===== src/rtl/qam16_pkg.sv =====
`timescale 1ns / 1ps
// ----------------------------------------------------------------------------
// qam16_pkg
// types, codes and constant tables shared by the 16-qam modulator
// ----------------------------------------------------------------------------
package qam16_pkg;

  localparam int CarrierLen = 12;

  typedef enum logic [1:0] {
    REQ_LOAD  = 2'd0,
    REQ_SEND  = 2'd1,
    REQ_FRAME = 2'd2,
    REQ_NONE  = 2'd3
  } req_t;

  typedef struct packed {
    logic [1:0]         req_type;
    logic [5:0]         tap_index;
    logic signed [15:0] tap_value;
    logic [3:0]         symbol_bits;
  } in_item_t;

  typedef struct packed {
    logic signed [15:0] sample;
    logic               last_sample;
  } out_item_t;

  typedef enum logic [2:0] {
    ST_IDLE,
    ST_CLEAR,
    ST_MAC,
    ST_MIX,
    ST_RND,
    ST_GAIN,
    ST_OUT
  } state_t;

  // control from sequencer to the datapath
  typedef struct packed {
    logic acc_clr;
    logic acc_en;
    logic mix_en;
    logic gain_en;
  } dp_ctrl_t;

  function automatic logic signed [15:0] level_of(input logic [1:0] code);
    case (code)
      2'd0:    level_of = -16'sd32768;
      2'd1:    level_of = -16'sd10923;
      2'd2:    level_of = 16'sd32767;
      default: level_of = 16'sd10923;
    endcase
  endfunction

  function automatic logic signed [15:0] cos_of(input logic [3:0] ph);
    case (ph)
      4'd0:    cos_of = 16'sd32767;
      4'd1:    cos_of = 16'sd28378;
      4'd2:    cos_of = 16'sd16384;
      4'd3:    cos_of = 16'sd0;
      4'd4:    cos_of = -16'sd16384;
      4'd5:    cos_of = -16'sd28378;
      4'd6:    cos_of = -16'sd32767;
      4'd7:    cos_of = -16'sd28378;
      4'd8:    cos_of = -16'sd16384;
      4'd9:    cos_of = 16'sd0;
      4'd10:   cos_of = 16'sd16384;
      4'd11:   cos_of = 16'sd28378;
      default: cos_of = 16'sd32767;
    endcase
  endfunction

  function automatic logic signed [15:0] sin_of(input logic [3:0] ph);
    case (ph)
      4'd0:    sin_of = 16'sd0;
      4'd1:    sin_of = 16'sd16384;
      4'd2:    sin_of = 16'sd28378;
      4'd3:    sin_of = 16'sd32767;
      4'd4:    sin_of = 16'sd28378;
      4'd5:    sin_of = 16'sd16384;
      4'd6:    sin_of = 16'sd0;
      4'd7:    sin_of = -16'sd16384;
      4'd8:    sin_of = -16'sd28378;
      4'd9:    sin_of = -16'sd32767;
      4'd10:   sin_of = -16'sd28378;
      4'd11:   sin_of = -16'sd16384;
      default: sin_of = 16'sd0;
    endcase
  endfunction

  // round half up by s bits then saturate to 16 bits
  function automatic logic signed [15:0] rnd_sat(input logic signed [47:0] v,
                                                 input int unsigned s);
    logic signed [47:0] r;
    r = (v + (48'sd1 <<< (s - 1))) >>> s;
    if (r > 48'sd32767)       rnd_sat = 16'sd32767;
    else if (r < -48'sd32768) rnd_sat = -16'sd32768;
    else                      rnd_sat = r[15:0];
  endfunction

endpackage


===== src/rtl/qam16_dp.sv =====
`timescale 1ns / 1ps
// ----------------------------------------------------------------------------
// qam16_dp
// one mac per rail sharing the tap, then carrier mix and gain with rounding
// ----------------------------------------------------------------------------
module qam16_dp (
  input  logic                    clk,
  input  qam16_pkg::dp_ctrl_t     ctrl,
  input  logic signed [15:0]      tap,
  input  logic signed [15:0]      xi,
  input  logic signed [15:0]      xq,
  input  logic [3:0]              phase,
  input  logic [15:0]             gain,
  output logic signed [15:0]      sample
);

  logic signed [47:0] acc_i_r, acc_q_r;
  logic signed [31:0] pi_r, pq_r;
  logic signed [15:0] yi, yq;
  logic signed [31:0] mc_r, ms_r;
  logic signed [15:0] mix;
  logic signed [15:0] mix_r;
  logic signed [32:0] g_prod;
  logic signed [15:0] sample_r;

  assign yi  = qam16_pkg::rnd_sat(acc_i_r, 15);
  assign yq  = qam16_pkg::rnd_sat(acc_q_r, 15);
  assign mix = qam16_pkg::rnd_sat(48'(mc_r) - 48'(ms_r), 15);
  assign g_prod = $signed({{17{mix_r[15]}}, mix_r}) * $signed({17'd0, gain});

  always_ff @(posedge clk) begin
    pi_r <= tap * xi;
    pq_r <= tap * xq;
    if (ctrl.acc_clr) begin
      acc_i_r <= '0;
      acc_q_r <= '0;
    end else if (ctrl.acc_en) begin
      acc_i_r <= acc_i_r + 48'(pi_r);
      acc_q_r <= acc_q_r + 48'(pq_r);
    end
    if (ctrl.mix_en) begin
      mc_r <= yi * qam16_pkg::cos_of(phase);
      ms_r <= yq * qam16_pkg::sin_of(phase);
    end
    mix_r <= mix;
    if (ctrl.gain_en) begin
      sample_r <= qam16_pkg::rnd_sat(48'(g_prod), 12);
    end
  end

  assign sample = sample_r;

endmodule


===== config.mk =====
export PLATFORM = sky130hd
export DESIGN_NAME = qam16_dp
export DESIGN_NICKNAME = d
export VERILOG_FILES = /design/src/rtl/qam16_pkg.sv /design/src/rtl/qam16_dp.sv
export SDC_FILE = /design/constraint.sdc
export NUM_CORES = 2
export LEC_CHECK = 0
export BUFFER_PORTS_ARGS = -buffer_cell sky130_fd_sc_hd__buf_4
export CORE_UTILIZATION = 35
export CTS_BUF_LIST = sky130_fd_sc_hd__clkbuf_4 sky130_fd_sc_hd__clkbuf_8
export DETAILED_ROUTE_END_ITERATION = 16
export PLACE_DENSITY_LB_ADDON = 0.05
export SLEW_MARGIN = 30
export SYNTH_ARGS = -nofsm -noshare
export SYNTH_HDL_FRONTEND = slang
export SYNTH_SLANG_ARGS = --single-unit

===== constraint.sdc =====
create_clock -name clk -period 18.9 [get_ports clk]
set_clock_uncertainty 0.15 [all_clocks]
set_input_delay 3.78 -clock clk [delete_from_list [all_inputs] [get_ports clk]]
set_output_delay 3.78 -clock clk [all_outputs]
set_load 0.02 [all_outputs]

Word level (Yosys, flattened, before mapping)
Memories as Yosys holds them, arrays and structs flattened.
Cells that the tools add are included.
Widths: inputs -> output; s select.
{"block": "totals", "regBits": 256, "mem_bits_ro": 512, "in_bits": 73, "output_inout_bits": 16, "word_cells": 38, "n_memories": 2}
{"memory": "(name not given)", "words": 16, "width": 16, "read_ports": 1, "rd_clocked_by_memory_dff": 0, "wr": 0, "line": "qam16_pkg.sv:57", "source": "case (ph)"}
{"memory": "(name not given)", "words": 16, "width": 16, "read_ports": 1, "rd_clocked_by_memory_dff": 0, "wr": 0, "line": "qam16_pkg.sv:75", "source": "case (ph)"}
{"block": "op_classes", "addsub": 7, "n_mul": 5, "n_lt_le_gt_ge": 8, "muxes": 8}
{"operator": "$mul 16x16->32", "n": 4}
{"operator": "$mux 16", "n": 8}
{"operator": "$add 48x16->48 const B", "n": 2}
{"operator": "$add 48x32->48", "n": 2}
{"operator": "$gt 33x16->1 const B", "n": 2}
{"operator": "$lt 33x16->1 const B", "n": 2}
{"operator": "$add 33x13->34 const B", "n": 1}
{"operator": "$add 33x16->34 const B", "n": 1}
{"operator": "$mul 16x17->33", "n": 1}
{"operator": "$sub 32x32->33", "n": 1}
{"operator": "$gt 22x16->1 const B", "n": 1}
{"operator": "$lt 22x16->1 const B", "n": 1}
{"operator": "$gt 19x16->1 const B", "n": 1}
{"operator": "$lt 19x16->1 const B", "n": 1}

Depth between registers and ports, before layout
{"block": "depth", "depth_word": 5, "mapped_depth": 38}

Worst setup path after synthesis
No wires, ideal clock.
{"block": "synth_path", "path_type": "in2reg", "start": "input phase[1]", "end": "register mc_r[31] (data pin)", "setup_ns": 0.260, "arrival_ns": 10.746, "required_time_ns": 18.490, "path_slack_ns": 7.744, "cell_stages": 30, "path_buffers": 3, "path_cell_list": "clkbuf_1 > or2_1 > nor2_1 > a21o_1 > clkbuf_1 > clkbuf_1 > o21ai_0 > inv_1 > fa_1 > fa_1 > inv_1 > fa_1 > fa_1 > inv_1 > fa_1 > inv_1 > fa_1 > inv_1 > ha_1 > a21o_1 > a21o_1 > a21o_1 > a32o_1 > nor2b_1 > o31ai_1 > a221oi_1 > o21ai_0 > o21a_1 > nor2_1 > xnor2_1"}
{"block": "synth_via", "elab_chain_cells": 3}
{"element": "from (decl)", "line": "qam16_dp.sv:12", "source": "input logic [3:0] phase,"}
{"element": "$mem_v2 16x16"}
{"element": "$mux 16", "line": "qam16_dp.sv:41", "source": "if (ctrl.mix_en) begin"}
{"element": "$mul 16x16->32", "line": "qam16_dp.sv:42", "source": "mc_r <= yi * qam16_pkg::cos_of(phase);"}
{"element": "to (signal assigned)", "line": "qam16_dp.sv:42"}
{"element": "to (decl)", "line": "qam16_dp.sv:20", "source": "logic signed [31:0] mc_r, ms_r;"}
Every way passes these cells. The select of a mux whose other input is x is not followed.
A chain may end at the register's enable or synchronous reset.

Worst setup path in the final report
{"block": "layout_path", "start": "input phase[2]", "end": "register mc_r[31] (data pin)"}
Same word-level chain as after synthesis.

==> impl_metrics.yaml <==
logic_synthesis:
  synth_warnings: 0
  synth_cell_types: 96
  synth_flop_cell: "dfxtp_1"
  netlist_area_um2: 60800
  ys_seq_area_share_pct: 9.75
  syn_avg_cell_area_um2: 9.16
  async_flop_share_pct: 0
  synth_edf_count: 80
  ys_ff_latch: 256
  synthesis.instances: 6637
  syn_nets: 8510
setup_path:
  worstPathMaxFanout: 20
  path_depth: 28
  reg2reg_to: "mc_r[31]$_DFFE_PP_"
  critical_path_buf_inv_count: 6
  crit_path_end_kind: "flip-flop"
  critPathCapture: "mc_r[31]$_DFFE_PP_"
  timing.rr.start: "acc_i_r[15]$_SDFFE_PP0P_"
  cp.arrival_ns: 11.71
  crit_slowest_cell: "a21o_1"
  critPathTopFamily: "adder cells"
  critPathMaxStageDelay_ns: 0.61
  crit_start: "phase[2]"
  cp_data_required_time_ns: 19.15
  r2r_setup_slack_ns: 8.33
  start_kind: "input pin"
  crit_type: "in -> reg"
  worst_path_most_repeated_cell: "fa_1"
  worstRegToRegCells: 33
global_routing:
  antenna_found_initial: 2
  grt_pass1_wl_um: 267000
  track_usage_pct: 19.5
  grt.overflow.total: 0
  grt_pass1_vias: 46900
  grt_max_degree: 67
drt:
  first_iter_violations: 1623
  detail_route.wl_per_cell_um: 18.5
  antenna_left: 0
  drt_pass1_iterations: 5
  vias: 42800
  wl_met2_um: 81400
  routed_wl_um: 166000
  wl_met1_um: 77600
  drcViolationCount: 0
  top_layer: "met5"
  met3WireLength_um: 3950
  vias_per_cell: 4.78
place:
  port-buffer-count: 88
  dp_hpwl_um: 137000
  finalWeightedCongestion: 0.869
timing:
  hold_viol_final: 0
  slew_violations: 0
  fin_crit_sh_pct: 60.6
  worstMarginPinSlew_ns: 0.991
  rsz0062_at_grt: "false"
  holdWs_ns: 0.329
  setup_tns_ns: 0
  max-slew-margin-rel_pct: 33.7
  finalSetupViolCount: 0
  min_period_ns: 11.45
  fmax_ghz: 0.0873
finish:
  final_common_cell: "inv_1"
  layout-drive-gt1-share_pct: 4.10
  fin_util_pct: 37.7
  syn_to_final_growth_pct: 6.83
  fin_nets: 8480
  layout_common_cells: "inv_1, fa_1, ha_1, nand2_1, nor2_1"
clock_network:
  clkTransAtPathRegs_ns: 0.06
  ctsResizeCount: 0
  cts_tree: "yes"
  cts.path.max_buffers: 3
  post_cts_buffers: 0
  clock_latency_ns: 0.74
  htree_num_levels: 2
  root_buffer: "clkbuf_8"
  cts.hold.buffers_added: 0
  cts.sink_count: 256
  cts_made_buffers: 53
die:
  start_util_pct: 35.3
  rows: 152
  core_area_um2: 172000
  die_height_um: 419
  die_area_um2: 175000
  die_w_um: 419
  ios: 89
flow_run:
  maxCapViolCount: 0
outcome:
  status: "complete, no violations"
worst_hold_path:
  hp-class: "reg -> reg"
==> cell usage after synthesis (all sizes together), types with 41 or more instances <==
cell type | instances | area share [%]
nand2b | 106 | 1.1
nor2 | 374 | 2.4
clkbuf | 176 | 1.1
nor2b | 43 | 0.44
edfxtp | 80 | 4.0
xor2 | 93 | 1.3
nand2 | 593 | 3.7
mux2i | 66 | 1.1
inv | 1500 | 9.3
and2 | 307 | 3.2
a21oi | 211 | 1.7
nand4 | 41 | 0.47
nand3 | 60 | 0.50
o21ai | 174 | 1.4
dfxtp | 176 | 5.8
xnor2 | 206 | 3.0
ha | 607 | 12
fa | 1193 | 39
a21o | 139 | 1.7
==> sequential cells by signal, indices dropped and copies added (netlist names) <==
| register | count |
|---|---|
| acc_i_r | 48 |
| acc_q_r | 48 |
| mc_r | 32 |
| mix_r | 16 |
| ms_r | 32 |
| pi_r | 32 |
| pq_r | 32 |
| sample | 16 |
==> metal layers <==
metal / up-vias / track usage [%]
met5: - / 0
met4: 2 / 3.35
met3: 128 / 1.50
met2: 515 / 34.2
met1: 21600 / 26.3
li1: 20500 / -
==> through the flow <==
stage                     area, um^2  std cells  worst slack (ns)
after floorplan                60800       6637              7.74
after global placement         63800       8862              6.94
after detailed placement       63800       8862              6.89
after CTS                      64900       8962              7.63
after global routing           64900       8964              7.05
final                          64900       8965              7.45
==> worst min path at each step <==
stage / from / to / slack, ns / cells past startpoint
floorplan: acc_i_r[4]$_SDFFE_PP0P_ / acc_i_r[4]$_SDFFE_PP0P_ / 0.30 / 2
global placement: acc_i_r[4]$_SDFFE_PP0P_ / acc_i_r[4]$_SDFFE_PP0P_ / 0.31 / 2
detailed placement: acc_i_r[4]$_SDFFE_PP0P_ / acc_i_r[4]$_SDFFE_PP0P_ / 0.32 / 2
CTS: acc_i_r[4]$_SDFFE_PP0P_ / acc_i_r[4]$_SDFFE_PP0P_ / 0.33 / 2
global route: acc_i_r[4]$_SDFFE_PP0P_ / acc_i_r[4]$_SDFFE_PP0P_ / 0.35 / 2
finish: acc_i_r[4]$_SDFFE_PP0P_ / acc_i_r[4]$_SDFFE_PP0P_ / 0.33 / 2
==> layout make-up <==
type                            instances  area [um^2]
Fill cell                           17700       107000
Multi-Input combinational cell       4687        48500
Sequential cell                       256         5930
Inverter                             1500         5630
Tap cell                             2310         2890
Clock buffer                           69          900
Timing Repair Buffer                  109          822
Clock inverter                         31          231
Antenna cell                            3         7.51
==> cells by family (layout without fill, tap and decap cells) <==
family / Yosys count / count (layout) / share of synthesized area, %
flops: 256 / 256 / 9.75
compound gates: 809 / 809 / 8.70
mux: 67 / 67 / 1.11
simple gates: 1712 / 1712 / 13.8
fa+ha+maj: 1800 / 1800 / 51.8
xor+xnor: 299 / 299 / 4.33
buf+inv: 1694 / 1709 / 10.5
other cells: 0 / 3 / 0
==> worst register-to-register path, delay by kind of cell, from the launching register on <==
family                     cells  cell delay (ns)
AOI/OAI and AO/OA             10             2.82
and+or+nand+nor                7             1.93
xor gates and xnor gates       2             0.42
DFF                            1             0.48
buffers and inverters          6             0.77
adders and majority gates      8             3.68
Power is left out: the tool's default activity adds up to more than one toggle a clock period on the data nets, which glitch-free logic cannot reach.
