**src/rtl/qam16_mem.sv**
```systemverilog
`timescale 1ns / 1ps
// ----------------------------------------------------------------------------
// qam16_mem
// synchronous ram with one write port and one read port, registered read
// ----------------------------------------------------------------------------
module qam16_mem #(
  parameter int Depth = 64,
  parameter int Width = 16
) (
  input  logic                     clk,
  input  logic                     we,
  input  logic [$clog2(Depth)-1:0] waddr,
  input  logic [Width-1:0]         wdata,
  input  logic [$clog2(Depth)-1:0] raddr,
  output logic [Width-1:0]         rdata
);

  logic [Width-1:0] mem [Depth];
  logic [Width-1:0] rdata_r;

  always_ff @(posedge clk) begin
    if (we) begin
      mem[waddr] <= wdata;
    end
    rdata_r <= mem[raddr];
  end

  assign rdata = rdata_r;

endmodule

```
**config.mk**
```make
export PLATFORM = sky130hd
export DESIGN_NAME = qam16_mem
export DESIGN_NICKNAME = d
export VERILOG_FILES = /design/src/rtl/qam16_mem.sv
export SDC_FILE = /design/constraint.sdc
export NUM_CORES = 1
export LEC_CHECK = 0
export BUFFER_PORTS_ARGS = -buffer_cell sky130_fd_sc_hd__buf_2
export CORE_MARGIN = 2
export CORE_UTILIZATION = 33
export CTS_CLUSTER_DIAMETER = 40
export DETAILED_ROUTE_END_ITERATION = 12
export GPL_TIMING_DRIVEN = 0
export SLEW_MARGIN = 5
export SYNTH_ARGS = -nofsm -noshare
export SYNTH_HDL_FRONTEND = slang
export SYNTH_SLANG_ARGS = --single-unit
export TNS_END_PERCENT = 50
```
**constraint.sdc**
```tcl
create_clock -name clk -period 3.7 [get_ports clk]
set_input_delay 0.925 -clock clk [delete_from_list [all_inputs] [get_ports clk]]
set_output_delay 0.925 -clock clk [all_outputs]
set_load 0.02 [all_outputs]
```
# After elaboration in Yosys (flattened, before gate mapping)
# Memory sizes are Yosys's and may differ from the RTL's. A register that Yosys moved wholly into a read port is not among the register bits.
# Index checks and enable logic that the tools add are counted.
# word_totals
ff_bits	0
ram_bits	1024
inputBits	30
wordCells	3
memories	1
# op_classes
muxes	2
# memory_table
memory	words	word_bits	rd	rd_clocked_by_memory_dff	write_ports	line	source
mem	64	16	1	1	1	18	logic [Width-1:0] mem [Depth];
# ops
op	count
$mux 1	2

# Depth between registers and ports, before layout
# Gate-level depths: netlist of run 1.
# depth
depth_word	2
ltp_mapped	10
depth_no_buf	5

# Worst setup path before layout of run 1
# OpenSTA, ideal clock, no wires.
# synth_timing
kind	input port to flip-flop
start	input port waddr[3]
end	memory mem[48][0], enable pin
t_arrival_ns	2.551
required_ns	3.291
path_slack_ns	0.740
cell_stages	4
path_cell_list	clkbuf_1 > nor2b_1 > nand4b_1 > nor3_1
# synth_lines
item	line	source
start: declaration	12	input logic [$clog2(Depth)-1:0] waddr,
end: declaration	18	
# No word-level cell before the write port.

==> metrics.cfg, run 1 <==
[logic_synthesis]
synthAdderAreaFrac_pct = 0
yosys.area_share.simple_pct = 2.65
syn_avg_cell_area_um2 = 21.9
synthesis.nets = 1859
synth_xor_xnor_area_share_pct = 0
netlist_area_um2 = 40000
ys_ff_latch = 1040
synthArstFlopShare_pct = 0
ys_seq_area_share_pct = 77.6
synthMuxAreaShare_pct = 15.5
yosys_warnings = 0
synth_compound_area_share_pct = 2.41
synth_top_family_by_area = multiplexers
syn_inst = 1829
synth_ff_type = edfxtp_1
synth_edf_count = 1024
synth_cell_types = 43

[floorplanning]
initial_core_util_pct = 33.3
die_w_um = 352
dieHeight_um = 352
rows = 127
core_area_um2 = 120000
ios = 46
die_area_um2 = 124000

[sta]
period_needed_ns = 3.22
hold_ws_ns = 0.666
slew_viol_final = 0
worst_slew_pin_slew_ns = 1.32
min_period_over_period_pct = 86.9
max_freq_ghz = 0.311
finalSetupViolations = 0
hold_viol = 0
rsz0062_at_grt = false
worst_clock_skew_ns = 0.0213
slew_headroom_pct = 11.7

[pwr]
pwr-share-comb_pct = 5.1
p_seq_share_pct = 49.3
p_clk_share_pct = 45.6
vdd_drop_max_uv = 425
intPower_w = 0.0207
p_sw_w = 0.00580
swShare_pct = 21.9
powerDensity_nw_per_um2 = 556
leakagePower_nw = 15.0

[critical_path]
end_kind = register
worst-path-buf-inv = 3
cpMostUsedCell = buf_2
crit_chain = buf_2 -> buf_4 -> buf_2 -> mux4_2 -> mux2i_1 -> a22oi_1 -> a31oi_1 -> a311oi_1
crit_type = in2reg
crit_fanout = 10
crit_family = buffers and inverters
required_ns = 4.25
cpPeakStageDelay_ns = 0.58
worstPathArrival_ns = 3.76
cp-start-kind = input pin
cp_slowest_cell = a31oi_1

[routing]
avgRoutedWirePerCell_um = 27.4
antenna_left = 0
routed_wl_um = 104000
route.detailed.drc = 0
drt_iter0_drc = 2268
route.vias.total = 19900
routed_via_density = 5.26
drt-pass1-iter-count = 6

[clocking]
htree_levels = 4
cts_resized = 0
cts_tree = yes
clk_latency_ns = 0.72
cts_root_buf = clkbuf_16
cts.sinks = 1040
cts_buffers = 130
cts_setup_buffers = 0
cts_max_path_buffers = 3
clk_pin_slew_worst_paths_ns = 0.06
ctsHoldBuffers = 0

[layout]
syn_to_final_growth_pct = 18.9
nNetsFinal = 2094
multi_input_area_um2 = 8400
drive_above_1_share_pct = 32.1
stdcell_count = 3785
final_common_cell = edfxtp_1
seqCellArea_um2 = 31100
fill_cells = 10600
mostFrequentLayoutCells = edfxtp_1, mux4_2, clkbuf_16

[grt]
grt_pass1_vias = 20100
grt_max_degree = 65
grt_first_pass_wirelength_um = 146000
grt-ovfl-total = 0
grt_usage_pct = 16.5
antenna_found_initial = 17

[place]
gp_congestion = 0.873
portBuffers = 38
dp_cells = 3542
dp_hpwl_um = 68000

[flow_run]
cap_violations = 0

[outcome]
outcome = finished clean

[hold_path]
hp-class = in2reg

-- worst reg2reg max path, delay by kind of cell, from the launching register on --
family,cells,cell delay [ns]
AO/OA/AOI/OAI,3,0.96
multiplexers,2,0.99
flip-flops,1,0.36
-- registers in the layout, summed over array words and instances, names as in the netlist --
signal,count
mem,1024
rdata,16
-- kinds of logic (layout without fill, tap and decap cells) --
group / after synthesis / after routing
AO/OA/AOI/OAI: 129 / 129
multiplexers: 336 / 336
flip-flops: 1040 / 1040
buffers and inverters: 104 / 442
other: 0 / 6
AND/OR/NAND/NOR: 220 / 220
-- Yosys cell counts, types with 3 or more instances --
cell type  instances  share of area [%]
dfxtp_1           16               0.80
nand2b_1           3              0.047
clkbuf_1          24               0.22
mux4_2           220                 12
mux2_2            27               0.76
mux4_1             4               0.26
o21ai_0            5              0.062
buf_6             17               0.48
a31oi_1            8               0.12
buf_8              3               0.11
nor4_2             3              0.094
buf_2             36               0.45
buf_4             13               0.24
buf_12             5               0.25
mux2i_1           85                2.1
nor2_1            72               0.67
a41oi_1            5               0.11
a22o_1             6               0.13
and4_1             5               0.11
a221oi_1          16               0.35
nand3_1           24               0.30
nor2b_1           30               0.47
a21oi_1           17               0.21
nand2_1           59               0.55
a22oi_1           39               0.73
nand4_1           12               0.19
a221o_1            6               0.15
edfxtp_1        1024                 77
o21ai_1            3              0.037
a211oi_1           8               0.15
a211o_1            8               0.17
a311oi_1           8               0.17
buf_1              3              0.028
-- layout make-up --
cell class              count  area share, %
clock inverters            84           1.64
well taps                1612           4.24
repair buffers            103           2.56
flip-flops and latches   1040           65.3
clock buffers             151           7.09
plain buffers             104           1.54
diodes                      6         0.0315
multi-input cells         685           17.7
-- path summary, 6_finish.rpt --
kind / start / to / slack, ns / cells after the start
max: raddr[2] / rdata[4] / 0.48 / 8
max reg2reg: mem[23][15] / rdata[15] / 1.20 / 5
min reg2reg: mem[32][9] / rdata[9] / 0.92 / 3
min: wdata[12] / mem[13][12] / 0.67 / 1
-- power by group through the flow --
stage | combinational [W] | sequential (W) | clock, W
floorplan | 0.000675 | 0.0133 | 0
global placement | 0.00130 | 0.0133 | 0
detailed placement | 0.00135 | 0.0133 | 0
CTS | 0.00135 | 0.0131 | 0.0123
global route | 0.00142 | 0.0131 | 0.0127
finish | 0.00135 | 0.0131 | 0.0121
-- routing by layer --
layer	vias up	track usage [%]	wire length [um]
met4	16	5.09	2670
met2	985	26.5	49800
met5	-	0	93
li1	8216	-	-
met1	10500	21.9	41100
met3	175	4.50	10000
-- metrics by stage --
stage	power (W)	utilization, %	setup TNS, ns	instance area, um^2	setup slack (ns)
after floorplan	0.0140	-	0	40000	0.740
after CTS	0.0267	39.6	0	47500	0.613
after detailed placement	0.0147	36.1	-0.654	43400	-0.160
after global routing	0.0272	39.6	0	47600	0.453
final	0.0265	39.6	0	47600	0.485
after global placement	0.0146	35.2	-86.32	42200	-0.697
Power figures use the tool's default switching activity.
==> run 2, diff against run 1 <==
--- a/config.mk
+++ b/config.mk
@@ -6,11 +6,14 @@
 export NUM_CORES = 1
 export LEC_CHECK = 0
 export BUFFER_PORTS_ARGS = -buffer_cell sky130_fd_sc_hd__buf_2
+export CELL_PAD_IN_SITES_DETAIL_PLACEMENT = 1
+export CELL_PAD_IN_SITES_GLOBAL_PLACEMENT = 2
 export CORE_MARGIN = 2
 export CORE_UTILIZATION = 33
 export CTS_CLUSTER_DIAMETER = 40
 export DETAILED_ROUTE_END_ITERATION = 12
-export GPL_TIMING_DRIVEN = 0
+export PLACE_DENSITY_LB_ADDON = 0.1
+export SETUP_SLACK_MARGIN = 0.15
 export SLEW_MARGIN = 5
 export SYNTH_ARGS = -nofsm -noshare
 export SYNTH_HDL_FRONTEND = slang
==> run 2 against run 1 <==
Net effect:
- via count fell by 2.4%
- non-clock buffer count rose by 15
- combinational power barely moved
- cell area rose by 1.8%
- critical path depth did not move
- sequential power barely moved
- critical path type unchanged
- power rose by 10%
- first-iteration DRC count fell by 32%
- maximum frequency rose by 6.9%
==> metrics.cfg, run 2 (same netlist as run 1, synthesis figures left out) <==
[outcome]
outcome = finished clean  ; unchanged

[floorplanning]
initial_core_util_pct = 33.3  ; unchanged
die_area_um2 = 124000  ; unchanged
core_area_um2 = 120000  ; unchanged
dieHeight_um = 352  ; unchanged
die_w_um = 352  ; unchanged
rows = 127  ; unchanged
ios = 46  ; unchanged

[grt]
grt-ovfl-total = 0  ; unchanged
grt_max_degree = 65  ; unchanged
grt_first_pass_wirelength_um = 162000  ; was 146000 um
grt_pass1_vias = 21200  ; was 20100
antenna_found_initial = 14  ; was 17
grt_usage_pct = 18.5  ; was 16.5%

[layout]
nNetsFinal = 2134  ; was 2094
largest_reg_flops = 1024  ; unchanged
stdcell_area_um2 = 48500  ; was 47600 um^2
final_common_cell = edfxtp_1  ; unchanged
drive_above_1_share_pct = 32.6  ; was 32.1%
syn_to_final_growth_pct = 21.1  ; was 18.9%
stdcell_count = 3843  ; was 3785
regMostFlops = mem  ; unchanged
mostFrequentLayoutCells = edfxtp_1, mux4_2, clkbuf_16  ; unchanged

[pwr]
powerDensity_nw_per_um2 = 604  ; was 556 nW/um^2
vdd_drop_max_uv = 396  ; was 425 uV
leakagePower_nw = 15.6  ; was 15.0 nW

[place]
dp_hpwl_um = 70900  ; was 68000 um
dpl-instance-area_um2 = 43200  ; was 43400 um^2
dp_cells = 3559  ; was 3542
portBuffers = 45  ; was 38
gp_congestion = 0.762  ; was 0.873

[sta]
rsz0062_at_grt = false  ; unchanged
min_period_over_period_pct = 81.3  ; was 86.9%
slew_viol_final = 0  ; unchanged
period_needed_ns = 3.01  ; was 3.22 ns
slew_headroom_pct = 10.7  ; was 11.7%
hold_viol = 0  ; unchanged
finalSetupViolations = 0  ; unchanged
max_freq_ghz = 0.333  ; was 0.311 GHz
worst_clock_skew_ns = 0.0298  ; was 0.0213 ns
worst_slew_pin_slew_ns = 1.34  ; was 1.32 ns

[clocking]
clk_pin_slew_worst_paths_ns = 0.05  ; was 0.06 ns
htree_levels = 4  ; unchanged
cts_root_buf = clkbuf_16  ; unchanged
cts_setup_buffers = 0  ; unchanged
cts_max_path_buffers = 3  ; unchanged
ctsHoldBuffers = 0  ; unchanged
cts_tree = yes  ; unchanged
clk_latency_ns = 0.75  ; was 0.72 ns
cts.sinks = 1040  ; unchanged
cts_buffers = 155  ; was 130
cts_resized = 0  ; unchanged

[critical_path]
crit_type = in2reg  ; unchanged
required_ns = 4.33  ; was 4.25 ns
crit_path_start = raddr[2]  ; unchanged
cp-start-kind = input pin  ; unchanged
crit_fanout = 57  ; was 10
end_kind = register  ; unchanged
r2r_start = mem[61][4]  ; was mem[23][15]
worstPathArrival_ns = 3.63  ; was 3.76 ns

[routing]
avgRoutedWirePerCell_um = 29.6  ; was 27.4 um
routed_wl_um = 114000  ; was 104000 um
drt-pass1-iter-count = 7  ; was 6
route.vias.total = 19400  ; was 19900
route.detailed.drc = 0  ; unchanged
drt_iter0_drc = 1531  ; was 2268
antenna_left = 0  ; unchanged
routed_via_density = 5.06  ; was 5.26

[flow_run]
cap_violations = 0  ; unchanged

[hold_path]
hp-class = in2reg  ; unchanged
hp-start = wdata[14]  ; was wdata[12]

[run 2: cell count changes in the layout (fill, tap and decap cells not counted), sizes merged]
cell	delta
clkinvlp	+10
buf	+42
clkbuf	+1
inv	-6
clkinv	-3
bufinv	+14
[run 2: power breakdown]
group / switching [W] / leakage [nW] / internal [W] / total (W)
Clock: 0.00533 / 2.53 / 0.00949 / 0.0148
Sequential: 0.0000453 / 9.35 / 0.0131 / 0.0131
Combinational: 0.000859 / 3.76 / 0.000498 / 0.00136
Total: 0.00623 / 15.6 / 0.0230 / 0.0293
[run 2: path summary, 6_finish.rpt]
check / to / slack [ns] / cells after the start
worst max-delay path: rdata[12] / 0.69 / 8
worst min-delay path: mem[48][14] / 0.47 / 1
worst max register to register: rdata[4] / 1.59 / 4
worst min register to register: rdata[12] / 0.90 / 4
[run 2: routing by layer]
metal	vias to the layer above	GRT usage (%)	part of all wire [%]
met5	-	0	0.011
met4	2	4.74	1.8
met3	139	3.12	4.6
met2	426	31.1	50
met1	10600	25.0	44
li1	8281	-	-
[run 2: cell type report]
class	instances	area [um^2]
antenna	6	15.0
clock inverter	99	1190
multi-input combinational	685	8260
tap	1612	2020
timing repair buffer	222	1840
sequential	1040	31100
fill	11300	71600
clock buffer	179	4100
[run 2: through the flow]
| step | power [W] | TNS [ns] | util [%] | hold WS [ns] | worst slack, ns |
|---|---|---|---|---|---|
| global route | 0.0302 | 0 | 40.4 | 0.451 | 0.636 |
| detailed placement | 0.0147 | -0.113 | 36.0 | 0.884 | -0.113 |
| CTS | 0.0297 | 0 | 40.4 | 0.403 | 0.706 |
| floorplan | 0.0140 | 0 | - | 0.750 | 0.740 |
| global placement | 0.0147 | -0.130 | 36.0 | 0.888 | -0.130 |
| finish | 0.0293 | 0 | 40.4 | 0.470 | 0.693 |
[run 2: worst max-delay path: stages]
cell and delay [ns]:
buf_8 0.44, buf_4 0.34, nor2b_1 0.31, buf_4 0.21, a22oi_1 0.09, a41oi_1 0.48
o21ai_0 0.45, and4_1 0.33
